File: config.mk
export PLATFORM = sky130hd
export DESIGN_NAME = slc_ram
export DESIGN_NICKNAME = d
export VERILOG_FILES = /design/src/design/slc_ram.sv
export SDC_FILE = /design/constraint.sdc
export NUM_CORES = 1
export LEC_CHECK = 0
export ABC_AREA = 1
export BUFFER_PORTS_ARGS = -buffer_cell sky130_fd_sc_hd__buf_2
export CAP_MARGIN = 5
export CORE_ASPECT_RATIO = 0.75
export CORE_MARGIN = 4
export CORE_UTILIZATION = 65
export DETAILED_ROUTE_END_ITERATION = 16
export PLACE_DENSITY = 0.84
export RECOVER_POWER = 100
export SLEW_MARGIN = 20
export SYNTH_ARGS = -nofsm -noshare
export SYNTH_HDL_FRONTEND = slang
export SYNTH_SLANG_ARGS = --single-unit
File: constraint.sdc
create_clock -name clk -period 3.2 [get_ports clk]
set_clock_uncertainty 0.2 [all_clocks]
set_input_delay 0.64 -clock clk [delete_from_list [all_inputs] [get_ports clk]]
set_output_delay 0.64 -clock clk [all_outputs]
set_load 0.05 [all_outputs]
File: src/design/slc_ram.sv
// Generic simple dual-port RAM: one write port, one read port with registered read data.
// No dependencies.
`timescale 1ns / 1ps

module slc_ram #(
    parameter int WIDTH = 8,
    parameter int DEPTH = 16,
    parameter int AW    = (DEPTH > 1) ? $clog2(DEPTH) : 1
) (
    input  logic             clk,
    input  logic             we,
    input  logic [AW-1:0]    waddr,
    input  logic [WIDTH-1:0] wdata,
    input  logic [AW-1:0]    raddr,
    output logic [WIDTH-1:0] rdata
);

    logic [WIDTH-1:0] mem [DEPTH];
    logic [WIDTH-1:0] rdata_reg;

    // Write and registered read
    always_ff @(posedge clk)
    begin
        if (we)
        begin
            mem[waddr] <= wdata;
        end
        rdata_reg <= mem[raddr];
    end

    assign rdata = rdata_reg;

endmodule

# --- After elaboration in Yosys (flattened, before gate mapping) ---
# Memories as Yosys holds them, arrays and structs flattened. A register that Yosys moved wholly into a read port is not among the register bits.
# Cells that the tools add are included.
word_totals:
  register_bits: 0
  ramBits: 128
  inputBits: 18
  out_inout_bits: 8
  wordCells: 3
  memories: 1
op_classes:
  muxes: 2
mem_list:
  columns: ["name", "words", "word_bits", "rd", "rd_clocked_by_memory_dff", "wr", "line", "rtl"]
  rows:
  - ["mem", 16, 8, 1, 1, 1, "18", "logic [WIDTH-1:0] mem [DEPTH];"]
op_table:
  columns: ["operator", "count"]
  rows:
  - ["$mux W1", 2]

# --- Logic depth before layout (Yosys ltp) ---
depth:
  depth_word: 2
  mapped_depth: 8

# --- Worst setup path after synthesis ---
# Ideal clock, no wire load.
synth_timing:
  path_type: "input to register"
  startpoint: "in waddr[2]"
  endpoint: "mem mem[10][0], enable pin"
  setup_ps: 370
  arrival_ps: 1221
  required_ps: 2630
  setup_slack_ps: 1409
  stages: 2
  path_buffers: 0
  cell_sequence: "nand3b_1 nor2_1"
synth_lines:
  columns: ["item", "line", "rtl"]
  rows:
  - ["start: declaration", "12", "input logic [AW-1:0] waddr,"]
  - ["end: declaration", "18", null]
# Straight into the memory's write port.

==> summary.txt <==
Critical Path Source Type: input pin
Proportion of power drawn by flip-flops and latches: 45.3%
H-tree Lvls: 4
Y dimension of the die: 89.57 um
Status: finished clean
Skew-Pair Late Insertion Delay: 0.41 ns
Final WS setup: 0.8737 ns
Synthesized area per cell: 10.47 um2
Syn Nets: 569
Initial core utilization: 67.34%
Post-CTS sizing: 0
Classification of the worst-slack hold path: input pin to flip-flop
Post-placement cell count: 668
Max_slew headroom: 11.31%
Maximum number of pins on one net before global-route repair: 65
Areal power density over the cells: 676.3 nW/um2
Total vias in the final route: 3893
WL/cell: 18.04 um
Fraction of power spent switching nets: 20.73%
Sequence of cells on the critical path: clkbuf_1, clkbuf_2, nand2_1, nand3_1, nand3_1, nand3_1, nand2_1
Number of setup buffers added after CTS: 0
Standby leakage power: 2.800 nW
CTS root buffer: sky130_fd_sc_hd__clkbuf_16
Cell Area, Synth: 5767 um2
All-layer global routing usage: 26.14%
Number of buffer and inverter instances along the worst setup path: 2
Met2 Routed Length: 5984 um
Number of failing hold endpoints at the final stage: 0
Sequential-to-total area share from yosys stat: 69.43%
Share of total power in the clock network: 48.7%
Cts hold-fix bufs: 0
Area of the core: 8563 um2
Post-layout minimum cycle time: 2.326 ns
Number of violations reported at the end of detailed-routing iteration 0: 530
YS warnings: 0
Fraction of layout instances using a drive strength above 1: 6.419%
Detailed-router iteration count before antenna repair: 5
TritonCTS buffer count: 17
Worst-path fanout max: 64
Post-DP HPWL: 7672 um
Number of standard cells in the final layout excluding fillers: 700
M1 wire length: 5007 um
Internal Pwr Total: 0.003511 W
Antenna Violating Nets Remaining: 0
CTS tree: yes
Die Area: 10460 um2
Highest cell delay on the worst timing path: 0.99 ns
Maximum vdd drop: 0.7568 mV
Num ports: 26
Reported net switching power: 0.0009183 W
Number of nets in the finished design: 597
Worst setup path class: input pin to flip-flop
Flip-flop count of the largest register after layout: 128
Transition time at the pin with the least slew margin: 1.330 ns
Distinct cells, synth: 12
Most prevalent standard cell on the critical path: sky130_fd_sc_hd__nand3_1
Max Used Layer: met4
Number of violations of the max-capacitance limit: 0
RePlAce Congestion: 0.8554
Congestion Overflow GR: 0
Number of sinks driven by the clock tree: 136
Total length of routed wires: 12630 um
Relative contribution of combinational cells to total power: 6.0%
Sum of negative setup slack: 0 ns
Number of placement rows: 29
Arrival @ worst endpoint: 2.41 ns
Max Clk Rate: 429.9 MHz
Total of fill cells in the finished design: 536
Slowest-stage cell, CP: sky130_fd_sc_hd__clkbuf_2
Final setup violating endpoints: 0
Port Buffers: 25
Slew Limit Fails: 0
Die X-Extent: 116.8 um
Number of remaining DRC errors: 0
Vias in the first global route: 3791
Via count normalized by instance count: 5.561
Pre-CTS setup slack: 0.9075 ns
Worst Path Required: 3.28 ns
Cell family contributing the most delay on the critical path: buffers and inverters
Post-layout total power: 0.004429 W
Post-CTS clock slew at the launch and capture registers of the worst setup and hold paths: 0.06 ns
Met3 wire length: 1437 um
Initial antenna violation count: 0
Final cycle utilization of the critical path: 72.70%
Antenna diode count: 0
Max Buffers Root-to-Sink: 2
Hold Worst Slack: 0.3948 ns
Area growth syn-to-layout: 13.56%
Endpoint kind of the worst setup timing path: flip-flop
Seq cells post-synth: 136
RSZ-0062 raised after global routing: false
Global-route wire length before repair: 19560 um
Number of cells produced by synthesis: 551
-- power by group through the flow --
| stage | Sequential, W | Combinational, W | Clock, W |
|---|---|---|---|
| final | 0.00201 | 0.000266 | 0.00216 |
| after global routing | 0.00201 | 0.000292 | 0.00226 |
| after CTS | 0.00200 | 0.000270 | 0.00217 |
| after detailed placement | 0.00204 | 0.000267 | 0 |
| after global placement | 0.00204 | 0.000261 | 0 |
| after floorplan | 0.00208 | 0.000140 | 0 |
-- kinds of logic (layout without fill, tap and decap cells) --
kind of cell / Yosys count / after routing / share of synthesized area, %
and+or+nand+nor: 289 / 289 / 21.05
DFF: 136 / 136 / 69.43
buffers and inverters: 126 / 167 / 9.525
-- layer usage --
layer  global-route usage, %  vias up
li1                        -     1828
met1                   34.76     1833
met2                   41.71      211
met3                   7.502       21
met4                   9.896        0
met5                       0        -
-- worst paths after layout --
kind                   start        to  slack [ns]  cells after the start
setup / recovery    raddr[0]  rdata[7]        0.87                      7
hold / removal      raddr[3]  rdata[0]        0.39                      3
hold reg to reg    mem[2][1]  rdata[1]        0.47                      6
setup reg to reg  mem[13][7]  rdata[7]        1.91                      6
-- cell usage in the layout, fill, tap and decap left out --
cell type / count
sky130_fd_sc_hd__inv_1: 100
sky130_fd_sc_hd__clkinv_1: 2
sky130_fd_sc_hd__clkbuf_16: 17
sky130_fd_sc_hd__nor2_1: 17
sky130_fd_sc_hd__clkbuf_2: 1
sky130_fd_sc_hd__buf_4: 2
sky130_fd_sc_hd__clkinv_4: 3
sky130_fd_sc_hd__nand3_1: 97
sky130_fd_sc_hd__dfxtp_1: 8
sky130_fd_sc_hd__inv_2: 2
sky130_fd_sc_hd__nand2_1: 173
sky130_fd_sc_hd__clkinv_2: 1
sky130_fd_sc_hd__nand3b_1: 2
sky130_fd_sc_hd__buf_2: 4
sky130_fd_sc_hd__buf_12: 1
sky130_fd_sc_hd__clkbuf_1: 27
sky130_fd_sc_hd__bufinv_16: 6
sky130_fd_sc_hd__clkinvlp_4: 1
sky130_fd_sc_hd__edfxtp_1: 128
-- cell type report --
cell class	instances	area, um2	share of cell area [%]
sequential	136	4004	61.14
multi-input combinational	289	1214	18.53
clock buffer	19	432.9	6.611
inverter	102	382.9	5.846
clock inverter	13	226.5	3.458
timing repair buffer	33	153.9	2.350
tap	108	135.1	2.063
-- worst register-to-register path: stages (launching register included) --
cell                       delay, ns
sky130_fd_sc_hd__edfxtp_1       0.36
sky130_fd_sc_hd__inv_1          0.06
sky130_fd_sc_hd__nand2_1        0.04
sky130_fd_sc_hd__nand3_1        0.16
sky130_fd_sc_hd__nand3_1        0.09
sky130_fd_sc_hd__nand3_1        0.13
sky130_fd_sc_hd__nand2_1        0.11
-- metrics by stage --
step / util, % / cell area, um2
after CTS: 76.99 / 6593
after global routing: 76.48 / 6549
after detailed placement: 69.29 / 5933
final: 76.48 / 6549
after floorplan: - / 5767
after global placement: 69.29 / 5933
-- synthesized netlist by cell type, drive strengths merged --
cell type / count / area [um2]
edfxtp: 128 / 3844
nand3b: 2 / 15.01
buf: 24 / 166.4
inv: 102 / 382.9
nand3: 97 / 485.5
nor2: 17 / 63.81
nand2: 173 / 649.4
dfxtp: 8 / 160.2
Note: power is estimated with default switching activity, not from simulation.
