$ cat config.mk
export PLATFORM = sky130hd
export DESIGN_NAME = slc_scan
export DESIGN_NICKNAME = d
export VERILOG_FILES = /design/src/design/slc_pkg.sv /design/src/design/slc_scan.sv
export SDC_FILE = /design/constraint.sdc
export NUM_CORES = 1
export LEC_CHECK = 0
export ABC_AREA = 1
export BUFFER_PORTS_ARGS = -buffer_cell sky130_fd_sc_hd__buf_2
export CAP_MARGIN = 15
export CORE_AREA = 2 2 75 149
export CTS_CLUSTER_DIAMETER = 40
export DETAILED_ROUTE_END_ITERATION = 12
export DIE_AREA = 0 0 77 151
export GPL_TIMING_DRIVEN = 0
export PLACE_DENSITY = 0.52
export SLEW_MARGIN = 25
export SYNTH_ARGS = -nofsm -noshare
export SYNTH_HDL_FRONTEND = slang
export SYNTH_SLANG_ARGS = --single-unit
$ cat constraint.sdc
create_clock -name clk -period 1.8 [get_ports clk]
set_input_delay 0.18 -clock clk [delete_from_list [all_inputs] [get_ports clk]]
set_output_delay 0.18 -clock clk [all_outputs]
set_load 0.05 [all_outputs]
$ cat src/design/slc_pkg.sv
// Package for the set-associative LRU cache tag block.
// Holds widths, reset values, register indexes, the sequencer state type and the scan control struct.
`timescale 1ns / 1ps

package slc_pkg;

    // Default sizing
    localparam int SLC_MAX_LINES = 4096;
    localparam int SLC_ADDR_BITS = 26;

    // Configuration port
    localparam int CFG_IDX_W  = 2;
    localparam int CFG_DATA_W = 13;
    localparam int LOB_W      = 3;
    localparam int SIB_W      = 3;
    localparam int LINES_W    = 13;

    localparam logic [CFG_IDX_W-1:0] CFG_LINE_OFFSET = 2'd0;
    localparam logic [CFG_IDX_W-1:0] CFG_SET_INDEX   = 2'd1;
    localparam logic [CFG_IDX_W-1:0] CFG_LINES_USED  = 2'd2;

    localparam logic [LOB_W-1:0]   LOB_RESET   = 3'd6;
    localparam logic [SIB_W-1:0]   SIB_RESET   = 3'd2;
    localparam logic [LINES_W-1:0] LINES_RESET = 13'd1024;

    // Set number is at most seven bits wide
    localparam int SET_W = 7;

    // Access counter and age stamps
    localparam int STAMP_W = 32;

    typedef enum logic [2:0] {
        ST_CLEAR,
        ST_IDLE,
        ST_SETUP,
        ST_SCAN,
        ST_WRITE,
        ST_RESP
    } slc_state_t;

    typedef struct packed {
        logic clr;   // restart victim tracking for a new set
        logic en;    // a way's read data is present this cycle
    } slc_scan_ctl_t;

endpackage

$ cat src/design/slc_scan.sv
// Shared compare unit for the way scan: tag match and LRU victim tracking, one way per cycle.
// Depends on slc_pkg.
`timescale 1ns / 1ps

module slc_scan #(
    parameter int ADDR_BITS = 26,
    parameter int IDX_W     = 12
) (
    input  logic                  clk,
    input  logic                  rst_n,
    input  slc_pkg::slc_scan_ctl_t ctl,
    input  logic [ADDR_BITS-1:0]  probe_tag,
    input  logic [IDX_W-1:0]      base,
    input  logic [IDX_W-1:0]      rsp_way,
    input  logic                  rsp_vbit,
    input  logic [ADDR_BITS-1:0]  rsp_tag,
    input  logic [slc_pkg::STAMP_W-1:0] rsp_stamp,
    output logic                  hit,
    output logic [IDX_W-1:0]      victim
);
    import slc_pkg::*;

    logic               found_inv_reg;
    logic               found_inv_next;
    logic [STAMP_W-1:0] best_reg;
    logic [STAMP_W-1:0] best_next;
    logic [IDX_W-1:0]   victim_reg;
    logic [IDX_W-1:0]   victim_next;

    // Match the way just read against the probe tag
    assign hit = ctl.en && rsp_vbit && (rsp_tag == probe_tag);

    // Track first invalid way, else the oldest stamp (lowest way wins ties)
    always_comb
    begin
        found_inv_next = found_inv_reg;
        best_next      = best_reg;
        victim_next    = victim_reg;
        if (ctl.clr)
        begin
            found_inv_next = 1'b0;
            best_next      = '1;
            victim_next    = base;
        end
        else if (ctl.en && !found_inv_reg)
        begin
            if (!rsp_vbit)
            begin
                found_inv_next = 1'b1;
                victim_next    = rsp_way;
            end
            else if (rsp_stamp < best_reg)
            begin
                best_next   = rsp_stamp;
                victim_next = rsp_way;
            end
        end
    end

    assign victim = victim_next;

    // Hold tracking state
    always_ff @(posedge clk or negedge rst_n)
    begin
        if (!rst_n)
        begin
            found_inv_reg <= 1'b0;
        end
        else
        begin
            found_inv_reg <= found_inv_next;
        end
    end

    always_ff @(posedge clk)
    begin
        best_reg   <= best_next;
        victim_reg <= victim_next;
    end

endmodule

# == Yosys cells after proc, flatten, opt, wreduce, memory -nomap -nowiden ==
# Cells that the tools add are included.
# totals
elab_cells,20
out_inout_bits,13
register_bits,45
# classes
order_cmp,1
reduce_logical,7
eq_ne,2
mux,7
# ops
operator,count
12-bit two-way mux,4
32-bit less-than comparator,1
26-bit == test,1
1-bit logical AND,3
1-bit two-way mux,3
3-bit AND reduction,1
2-bit inequality test (second input constant),1
2-bit AND reduction,1
2-bit nonzero test,1
1-bit logical NOT,1

# == Depth between registers and ports, before layout ==
# Gate-level depths: netlist (run 1).
# depth
word_depth,5
mapped_depth,18
mapped_depth_nobuf,17

# == Worst setup path before layout (run 1) ==
# OpenSTA, ideal clock, no wires.
# synth_timing
path_type,input-to-output
start,input port probe_tag[15]
end,output port hit
t_required_ns,1.620
path_buffers,0
path_slack_ns,-0.661
cell_stages,4
arrival_ns,2.281
path_cell_list,or2_2 a221oi_1 nand4_1 nor4_1
# synth_via
elab_chain_cells,2
# synth_rtl
item,line_no,text
start: declaration,slc_scan.sv:12,"input logic [ADDR_BITS-1:0] probe_tag,"
26-bit == test,slc_scan.sv:31,assign hit = ctl.en && rsp_vbit && (rsp_tag == probe_tag);
1-bit logical AND,slc_scan.sv:31,
end: declaration,slc_scan.sv:18,"output logic hit,"
# Every way passes these cells.

# == Worst setup path in the final report (run 1) ==
# layout_timing
start,register best_reg[17]
end,output port victim[6]
# layout_via
elab_chain_cells,5
# layout_rtl
item,line_no,text
start: declaration,slc_scan.sv:25,logic [STAMP_W-1:0] best_reg;
start signal: assignment,slc_scan.sv:77,best_reg <= best_next;
32-bit less-than comparator,slc_scan.sv:52,else if (rsp_stamp < best_reg)
12-bit two-way mux,slc_scan.sv:52,
12-bit two-way mux,slc_scan.sv:47,if (!rsp_vbit)
12-bit two-way mux,slc_scan.sv:45,else if (ctl.en && !found_inv_reg)
12-bit two-way mux,slc_scan.sv:39,if (ctl.clr)
end: declaration,slc_scan.sv:19,output logic [IDX_W-1:0] victim
# Every way passes these cells.

==> results of run 1 <==
## what timing repair did
item | CTS | global route
endpoints found under the setup margin | 56 | 57
pin swaps | 42 | 19
resized for setup | 185 | 55
endpoints found under the hold margin | 1 | 0
hold buffers | 1 | 0
setup buffers | 20 | 13
cloned | 7 | 0
## critical path, stage by stage, from the launching register on
cell and delay (ps):
dfxtp_1 350, inv_1 50, ha_1 290, a21oi_1 170
o21ai_1 70, nand2_1 80, a21oi_2 70, nor2_2 150
nand2_2 90, nand2_4 90, nand2_4 70, buf_6 150
nand2_2 60, nand3_2 70, nand2_4 100, buf_8 140
## power breakdown
part,switching (mW),leakage [nW],total [mW],internal (mW)
clock network,0.425,0.0768,0.979,0.554
registers,0.0426,0.371,1.13,1.09
logic,0.689,2.40,1.29,0.606
total,1.16,2.85,3.41,2.25
## synthesized netlist by cell type, drive strengths merged
master,n
o2111ai,1
nor3,3
or2,4
ha,31
o21ai,7
xor2,2
a221oi,5
clkinv,1
o211ai,3
dfrtp,1
buf,9
a21oi,18
a211oi,1
xnor2,4
nor4,2
nand2,140
clkbuf,5
dfxtp,44
nor2,6
inv,83
o21a,1
o22ai,5
a22o,1
nand4,5
nand3,58
## stage by stage
stage / setup WS [ps] / TNS (ps) / power, mW / cells / hold WS, ps
2_1_floorplan: -147 / -2250 / 1.72 / 440 / -116
3_3_place_gp: -595 / -15860 / 1.98 / 702 / -43.4
3_5_place_dp: -619 / -16190 / 2.00 / 702 / -37.0
4_1_cts: -694 / -18770 / 3.35 / 738 / 109
5_1_grt: -851 / -36210 / 3.61 / 749 / 118
6_report: -667 / -28420 / 3.41 / 749 / 113
## placed cells by master (no fill, tap or decap), drive strengths merged, types with 3 or more instances in the layout
| cell type | instances |
|---|---|
| o211ai | 3 |
| ha | 31 |
| nand2 | 140 |
| o22ai | 5 |
| nand3 | 58 |
| xnor2 | 4 |
| inv | 82 |
| or2 | 4 |
| a221oi | 5 |
| o21ai | 7 |
| nor2 | 6 |
| nor3 | 3 |
| nand4 | 5 |
| buf | 172 |
| a21oi | 18 |
| clkinv | 4 |
| dfxtp | 44 |
| clkbuf | 11 |
## final timing paths
| check | from | end | slack, ps | cells past startpoint |
|---|---|---|---|---|
| worst max register to register | best_reg[21]$_SDFFE_PP1P_ | best_reg[3]$_SDFFE_PP1P_ | -620 | 16 |
| min in group asynchronous | rst_n | found_inv_reg$_DFFE_PN0P_ | 180 | 2 |
| worst min register to register | best_reg[6]$_SDFFE_PP1P_ | best_reg[6]$_SDFFE_PP1P_ | 450 | 2 |
| worst min-delay path | rsp_stamp[10] | best_reg[10]$_SDFFE_PP1P_ | 110 | 3 |
| worst max-delay path | best_reg[17]$_SDFFE_PP1P_ | victim[6] | -670 | 15 |
| max in group asynchronous | rst_n | found_inv_reg$_DFFE_PN0P_ | 1530 | 2 |
## logic make-up after synthesis
logic type	after synthesis
simple gates	218
buf+inv	98
flops	45
compound gates	42
fa+ha+maj	31
xor+xnor	6
## per-layer routing
layer / part of all wire (%) / up-vias / routed length [um] / GRT usage (%)
met4: 2.0 / 0 / 201 / 6.43
met3: 3.6 / 12 / 355 / 2.74
li1: - / 1741 / - / -
met1: 34 / 1599 / 3340 / 14.5
met2: 61 / 87 / 5990 / 37.1
met5: 0 / - / 0 / 0
## area by class of cell
type	count	area [um2]	share of cell area (%)
Multi-Input combinational cell	297	2380	45.2
Timing Repair Buffer	164	1190	22.6
Sequential cell	45	930	17.6
Inverter	84	320	6.07
Tap cell	137	171	3.25
Clock buffer	6	139	2.63
Buffer	14	129	2.44
Clock inverter	2	13.8	0.261
==> summary.md, run 1 <==
| Metric | Value |
|---|---|
| FMAX | 405 MHz |
| Crit path DAT | 2290 ps |
| Distinct cells, synth | 34 |
| Worst endpoint required time | 1620 ps |
| Detailed placement HPWL | 6.97 mm |
| Placed cell area | 3930 um2 |
| Worst min-delay path class | in2reg |
| Mean Syn Cell Area | 6.75 um2 |
| Final core occ | 50.4% |
| Core footprint | 10500 um2 |
| First-pass GRT wire length | 15.6 mm |
| Drt pass-1 iters | 4 |
| Period utilization | 137% |
| MaxCap Viol Count | 0 |
| Mux cell area share after synthesis | 0% |
| H-tree Lvls | 2 |
| Pin count of the biggest net entering global routing | 15 |
| Yosys top cell by area | dfxtp_1 |
| Drt wl/cell | 13.2 um |
| Post-Synth Simple-Gate Area | 32.4% |
| Die Y-Extent | 151 um |
| Largest family of logic cells by synthesized area | simple AND/OR/NAND/NOR gates |
| CP max FO | 5 |
| Vias in the first global route | 3581 |
| Synth area leaders | dfxtp_1, nand2_1, ha_1 |
| PnR worst setup slack | -667 ps |
| Complex-gate fraction of the synthesized area | 8.60% |
| Final Hold Vio Count | 0 |
| Sink Count | 45 |
| Via count | 3439 |
| Leakage | 2.85 nW |
| Outcome | finished, violations left |
| XOR/XNOR share of the synthesized area | 1.77% |
| Gate Count Post-Synth | 440 |
| Synth warn | 0 |
| PortBufs | 125 |
| Top cell type's share of synthesized area | 29.7% |
| Relative slew slack | 50.8% |
| Final nets | 755 |
| Worst-path clk slew | 70 ps |
| Residual DRC | 0 |
| Sequential share of the synthesized area | 30.5% |
| Initial core utilization | 28.3% |
| Clock Skew | 8.41 ps |
| Worst-margin pin slew | 737 ps |
| Routability Congestion | 0.766 |
| Post-Synth Adder-Cell Area | 13.1% |
| CP Capture Type | output pin |
| Syn_nets | 584 |
| Row cnt | 53 |
| Power per cell area | 646 nW/um2 |
| Die ar. | 11600 um2 |
| # IOs | 126 |
| Total grt overflow | 0 |
| Post-Syn Area | 2970 um2 |
| Share of layout cells above drive strength 1 | 59.2% |
| Fillers | 1047 |
| Endpoints failing setup | 56 |
| Initial antenna violation count | 0 |
| Max FFs per register | 32 |
| CTS root buf | clkbuf_16 |
| Die X | 77 um |
| Number of synthesized register bits | 45 |
| Crit Path Class | reg2out |
| Worst skew pair latency | 290 ps |
| Post-route ant nets | 0 |
| DR iter-0 viols | 81 |
| DR vias/cell | 4.59 |
| Global-route usage over all layers | 16.9% |
| CTS tree | built |
| Clock Path Buffers | 2 |
| Crit path launch type | flip-flop |
| Area grow syn2layout | 77.8% |
| Max-slew violation count | 0 |
| RSZ-0062 raised after global routing | true |
| Min Tclk post-route | 2470 ps |
| Total Wirelength | 9.88 mm |
| Cell area after layout | 5280 um2 |
| CTS Buf Count | 5 |
| Number of diodes | 0 |
| Failing checks | setup timing |
| VDD IR max | 420 uV |
(Power assumes the default switching activity.)
==> run 2, diff against run 1 <==
--- a/config.mk
+++ b/config.mk
@@ -6,9 +6,11 @@
 export NUM_CORES = 1
 export LEC_CHECK = 0
 export ABC_AREA = 1
+export ABC_CLOCK_PERIOD_IN_PS = 1800
 export BUFFER_PORTS_ARGS = -buffer_cell sky130_fd_sc_hd__buf_2
 export CAP_MARGIN = 15
 export CORE_AREA = 2 2 75 149
+export CTS_BUF_LIST = sky130_fd_sc_hd__clkbuf_2 sky130_fd_sc_hd__clkbuf_4 sky130_fd_sc_hd__clkbuf_8
 export CTS_CLUSTER_DIAMETER = 40
 export DETAILED_ROUTE_END_ITERATION = 12
 export DIE_AREA = 0 0 77 151
==> summary.md, run 2 (synthesized netlist as in run 1, its figures left out) <==
| Metric | Value |
|---|---|
| Outcome | finished, violations left |
| Failing checks | setup timing |
| Commonest cells after routing, fill and taps aside | buf_2, inv_1, nand2_1 |
| FF-to-FF path depth | 16 (unchanged) |
| Worst skew pair latency | 320 ps (+30 ps) |
| Initial core utilization | 28.3% (unchanged) |
| CP Capture Type | output pin |
| Min Hold Slack | 89.9 ps (-22.6 ps) |
| Clock Path Buffers | 2 (unchanged) |
| Crit Path Class | reg2out |
| Total Wirelength | 9.97 mm (+0.91%) |
| Worst endpoint required time | 1620 ps (about the same) |
| Reg2Reg Capture Point | best_reg[19]$_SDFFE_PP1P_ |
| Most common cell after layout, fill and taps aside | buf_2 |
| Min Tclk post-route | 2500 ps (+35.3 ps) |
| # IOs | 126 (unchanged) |
| Max-slew violation count | 0 (unchanged) |
| Drt pass-1 iters | 4 (unchanged) |
| Worst min-delay path class | in2reg |
| Pre-CTS setup slack | -619 ps (unchanged) |
| Crit-path max cell delay | 340 ps (about the same) |
| Die ar. | 11600 um2 (unchanged) |
| CP max FO | 5 (unchanged) |
| R2r startpoint | best_reg[21]$_SDFFE_PP1P_ |
| Final Hold Vio Count | 0 (unchanged) |
| Residual DRC | 0 (unchanged) |
| CTS Buf Count | 5 (unchanged) |
| Cell area after layout | 5250 um2 (-0.50%) |
| VDD IR max | 295 uV (-30%) |
| Relative slew slack | 53.7% (+2.9 points) |
| First-pass GRT wire length | 15.6 mm (-0.44%) |
| Number of diodes | 0 (unchanged) |
| Leakage | 2.81 nW (-1.4%) |
| Post-route ant nets | 0 (unchanged) |
| Post-Route Setup TNS | -25670 ps (+2750 ps) |
| Total grt overflow | 0 (unchanged) |
| DP Cell Count | 702 (unchanged) |
| PortBufs | 125 (unchanged) |
| DR iter-0 viols | 79 (-2.5%) |
| Worst path slowest cell | dfxtp_2 |
| FMAX | 400 MHz (-1.4%) |
| Crit path launch type | flip-flop |
| Worst-margin pin slew | 695 ps (-42.8 ps) |
| Max FFs per register | 32 (unchanged) |
| DR vias/cell | 4.61 (+0.51%) |
| Die X | 77 um (unchanged) |
| WHS Endpoint | best_reg[10]$_SDFFE_PP1P_ |
| Initial antenna violation count | 0 (unchanged) |
| Clock Skew | 10.5 ps (+2.07 ps) |
| Core footprint | 10500 um2 (unchanged) |
| Via count | 3438 (-0.029%) |
| Routability Congestion | 0.766 (unchanged) |
| Crit path cell chain | inv_2 > ha_4 > a21oi_4 > nor2_2 > nor3_2 > nand2_1 > nand2_1 > nand2_1 > nand2_2 > nand2_2 > nand2_4 > nand2_4 > buf_6 > nand2_2 > nand3_2 > nand2_4 > buf_8 |
| Placed cell area | 3930 um2 (unchanged) |
| CTS tree | built |
| Power per cell area | 600 nW/um2 (-7.1%) |
| Period utilization | 139% (+2.0 points) |
| CTS root buf | clkbuf_8 |
| Hold_sp | rsp_stamp[10] |
| Vias in the first global route | 3592 (+0.31%) |
| Die Y-Extent | 151 um (unchanged) |
| Global-route usage over all layers | 17.0% (about the same) |
| Pin count of the biggest net entering global routing | 15 (unchanged) |
| MaxCap Viol Count | 0 (unchanged) |
| Worst-path clk slew | 90 ps (+20 ps) |
| Fillers | 1042 (-0.48%) |
| Post-Layout Cell Count | 745 (-0.53%) |
| H-tree Lvls | 2 (unchanged) |
| Endpoints failing setup | 56 (unchanged) |
| Setup crit start | best_reg[5]$_SDFFE_PP1P_ |
| R2r setup slk | -520 ps (+100 ps) |
| Detailed placement HPWL | 6.97 mm (unchanged) |
| Share of layout cells above drive strength 1 | 59.7% (+0.55 points) |
| Row cnt | 53 (unchanged) |
| PnR worst setup slack | -702 ps (-35.3 ps) |
| Final nets | 751 (-0.53%) |
| Worst hold path depth | 3 (unchanged) |
| Sink Count | 45 (unchanged) |
| Crit path DAT | 2320 ps (+30 ps) |
| Area grow syn2layout | 76.9% |
| RSZ-0062 raised after global routing | true |
| Drt wl/cell | 13.4 um (+1.5%) |
[run 2: final cells by class]
class / count / area, um2 / share of cell area (%)
Buffer: 14 / 133 / 2.52
Clock buffer: 6 / 82.6 / 1.57
Clock inverter: 2 / 13.8 / 0.262
Inverter: 84 / 323 / 6.14
Multi-Input combinational cell: 297 / 2440 / 46.4
Sequential cell: 45 / 933 / 17.8
Tap cell: 137 / 171 / 3.26
Timing Repair Buffer: 160 / 1160 / 22.1
[run 2: critical path, delay by kind of cell (launching register included)]
kind / cells / cell delay [ps]
flip-flops: 1 / 340
AO/OA/AOI/OAI: 1 / 120
adder cells (fa/ha/maj): 1 / 220
buffers and inverters: 3 / 330
AND/OR/NAND/NOR: 12 / 990
[run 2: repair_timing]
item,CTS,global route
hold buffers,1,0
cloned,7,0
resized for setup,182,58
endpoints found under the setup margin,56,57
buffers inserted,21,8
pin swaps,38,21
endpoints found under the hold margin,1,0
[run 2: worst max path at each step]
| stage | end | slack (ps) | cells after the start |
|---|---|---|---|
| 2_1_floorplan | victim[3] | -150 | 16 |
| 4_1_cts | victim[9] | -730 | 17 |
| 6_report | victim[6] | -700 | 17 |
| 3_5_place_dp | victim[8] | -620 | 17 |
| 5_1_grt | victim[1] | -860 | 17 |
| 3_3_place_gp | victim[7] | -590 | 17 |
[run 2: report_power, final]
part	switching, mW	internal (mW)	total (mW)	leakage [nW]
combinational	0.694	0.613	1.31	2.39
sequential	0.0435	1.09	1.14	0.370
clock	0.396	0.312	0.709	0.0512
[run 2: through the flow]
| stage | power [mW] | utilization (%) |
|---|---|---|
| 2_1_floorplan | 1.72 | - |
| 3_3_place_gp | 1.98 | 37.5 |
| 3_5_place_dp | 2.00 | 37.5 |
| 4_1_cts | 3.07 | 47.1 |
| 5_1_grt | 3.36 | 50.1 |
| 6_report | 3.15 | 50.1 |
[run 2: routing by layer]
metal	vias up	GRT usage, %	share of wire [%]
li1	1736	-	-
met1	1600	14.4	33
met2	91	37.4	61
met3	11	2.56	3.6
met4	0	6.43	1.9
met5	-	0	0
==> run 3, diff against run 2 <==
--- a/config.mk
+++ b/config.mk
@@ -20,3 +20,4 @@
 export SYNTH_ARGS = -nofsm -noshare
 export SYNTH_HDL_FRONTEND = slang
 export SYNTH_SLANG_ARGS = --single-unit
+export TNS_END_PERCENT = 5
==> summary.md, run 3 (synthesized netlist as in run 1, its figures left out) <==
| Metric | Value |
|---|---|
| Leakage | 2.54 nW (-9.8%) |
| Residual DRC | 0 (unchanged) |
| FMAX | 405 MHz (+1.2%) |
| Pin count of the biggest net entering global routing | 15 (unchanged) |
| Drt wl/cell | 12.4 um (-7.6%) |
| CTS Buf Count | 5 (unchanged) |
| CTS root buf | clkbuf_8 |
| Clock Skew | 15.6 ps (+5.16 ps) |
| Detailed placement HPWL | 7.08 mm (+1.6%) |
| Outcome | finished, violations left |
| Total Wirelength | 8.87 mm (-11%) |
| Global-route usage over all layers | 15.6% (-1.4 points) |
| Drt pass-1 iters | 6 (+2) |
| Post-route ant nets | 0 (unchanged) |
| Final Hold Vio Count | 0 (unchanged) |
| Total power | 2.78 mW (-12%) |
| Row cnt | 53 (unchanged) |
| Max-slew violation count | 0 (unchanged) |
| Worst endpoint required time | 1620 ps (about the same) |
| DR vias/cell | 4.52 (-2.1%) |
| Relative slew slack | 63.7% (+10 points) |
| Via count | 3239 (-5.8%) |
| Core footprint | 10500 um2 (unchanged) |
| Worst-margin pin slew | 545 ps (-150 ps) |
| Die ar. | 11600 um2 (unchanged) |
| Hold_sp | rsp_stamp[4] |
| CP max FO | 5 (unchanged) |
| Crit path launch type | flip-flop |
| Min Tclk post-route | 2470 ps (-30.8 ps) |
| Crit path DAT | 2290 ps (-30 ps) |
| VDD IR max | 464 uV (+57%) |
| DP Cell Count | 702 (unchanged) |
| Die X | 77 um (unchanged) |
| Number of diodes | 0 (unchanged) |
| Crit Path Class | reg2out |
| Vias in the first global route | 3390 (-5.6%) |
| Setup crit start | best_reg[31]$_SDFFE_PP1P_ |
| Pre-CTS setup slack | -651 ps (-32.0 ps) |
| First-pass GRT wire length | 14.4 mm (-7.2%) |
| CP Capture Type | output pin |
| H-tree Lvls | 2 (unchanged) |
| Clock Path Buffers | 2 (unchanged) |
| Failing checks | setup timing |
| PortBufs | 125 (unchanged) |
| Initial antenna violation count | 0 (unchanged) |
| Period utilization | 137% (-1.7 points) |
| Share of layout cells above drive strength 1 | 39.5% (-20 points) |
| Worst-path clk slew | 100 ps (about the same) |
| Post-Layout Cell Count | 717 (-3.8%) |
| DR iter-0 viols | 87 (+10%) |
| Max FFs per register | 32 (unchanged) |
| Final nets | 723 (-3.7%) |
| R2r startpoint | best_reg[31]$_SDFFE_PP1P_ |
| Most common cell after layout, fill and taps aside | nand2_1 |
| PnR worst setup slack | -671 ps (+30.8 ps) |
| Sink Count | 45 (unchanged) |
| # IOs | 126 (unchanged) |
| Initial core utilization | 28.3% (unchanged) |
| Area grow syn2layout | 48.6% |
| CTS tree | built |
| Power per cell area | 630 nW/um2 (+5.1%) |
| MaxCap Viol Count | 0 (unchanged) |
| Worst skew pair latency | 310 ps (about the same) |
| Commonest cells after routing, fill and taps aside | nand2_1, buf_2, inv_1 |
| Worst min-delay path class | in2reg |
| Die Y-Extent | 151 um (unchanged) |
| Total grt overflow | 0 (unchanged) |
| Post-Route Setup TNS | -17340 ps (+8330 ps) |
| Endpoints failing setup | 56 (unchanged) |
| RSZ-0062 raised after global routing | true |
| Routability Congestion | 0.766 (about the same) |
[run 3: metrics by stage]
step           hold WS, ps  area, um2  utilization, %
2_1_floorplan         -116       3110               -
3_3_place_gp         -43.6       3900            37.2
3_5_place_dp         -41.4       3900            37.2
4_1_cts               74.1       4220            40.3
5_1_grt               92.0       4410            42.1
6_report              90.9       4410            42.1
[run 3: critical path: stages, from the launching register on]
cell	delay [ps]
dfxtp_2	350
inv_2	40
ha_4	260
nand4_1	120
inv_2	100
nand4_4	100
nor3_4	190
nand2_2	80
nand2_2	90
nand2_4	70
nand2_4	90
buf_8	140
nand2_2	50
nand3_2	70
nand2_4	70
buf_8	150
[run 3: path summary, 6_finish.rpt]
check,slack (ps),endpoint,cells past startpoint
setup / recovery,-670,victim[1],15
setup reg to reg,-280,best_reg[22]$_SDFFE_PP1P_,14
hold reg to reg,470,best_reg[21]$_SDFFE_PP1P_,2
max in group asynchronous,1540,found_inv_reg$_DFFE_PN0P_,2
hold / removal,90,best_reg[4]$_SDFFE_PP1P_,3
min in group asynchronous,180,found_inv_reg$_DFFE_PN0P_,2
[run 3: what timing repair did]
item,4_1_cts,5_1_grt
hold buffers,1,0
buffers inserted,3,2
gates cloned,1,0
endpoints found under the setup margin,56,56
pin swaps,16,15
resized for setup,56,39
hold endpoints to repair,1,0
[run 3: layout make-up]
cell class | count | area [um2]
multi-input combinational | 297 | 2010
buffer | 14 | 106
inverter | 84 | 318
clock inverter | 3 | 17.5
timing repair buffer | 132 | 797
clock buffer | 5 | 68.8
sequential | 45 | 926
fill | 1149 | 6060
tap | 137 | 171
[run 3: layer usage]
| layer | wire length (um) | up-vias | GRT usage, % | share of wire, % |
|---|---|---|---|---|
| li1 | - | 1677 | - | - |
| met1 | 3160 | 1454 | 14.2 | 36 |
| met2 | 5100 | 100 | 32.9 | 57 |
| met3 | 455 | 8 | 3.04 | 5.1 |
| met4 | 151 | 0 | 5.71 | 1.7 |
| met5 | 0 | - | 0 | 0 |
[run 3: power by group]
part	switching (mW)	leakage, nW	internal, mW
registers	0.0349	0.372	1.09
clock network	0.378	0.0439	0.269
logic	0.572	2.12	0.439
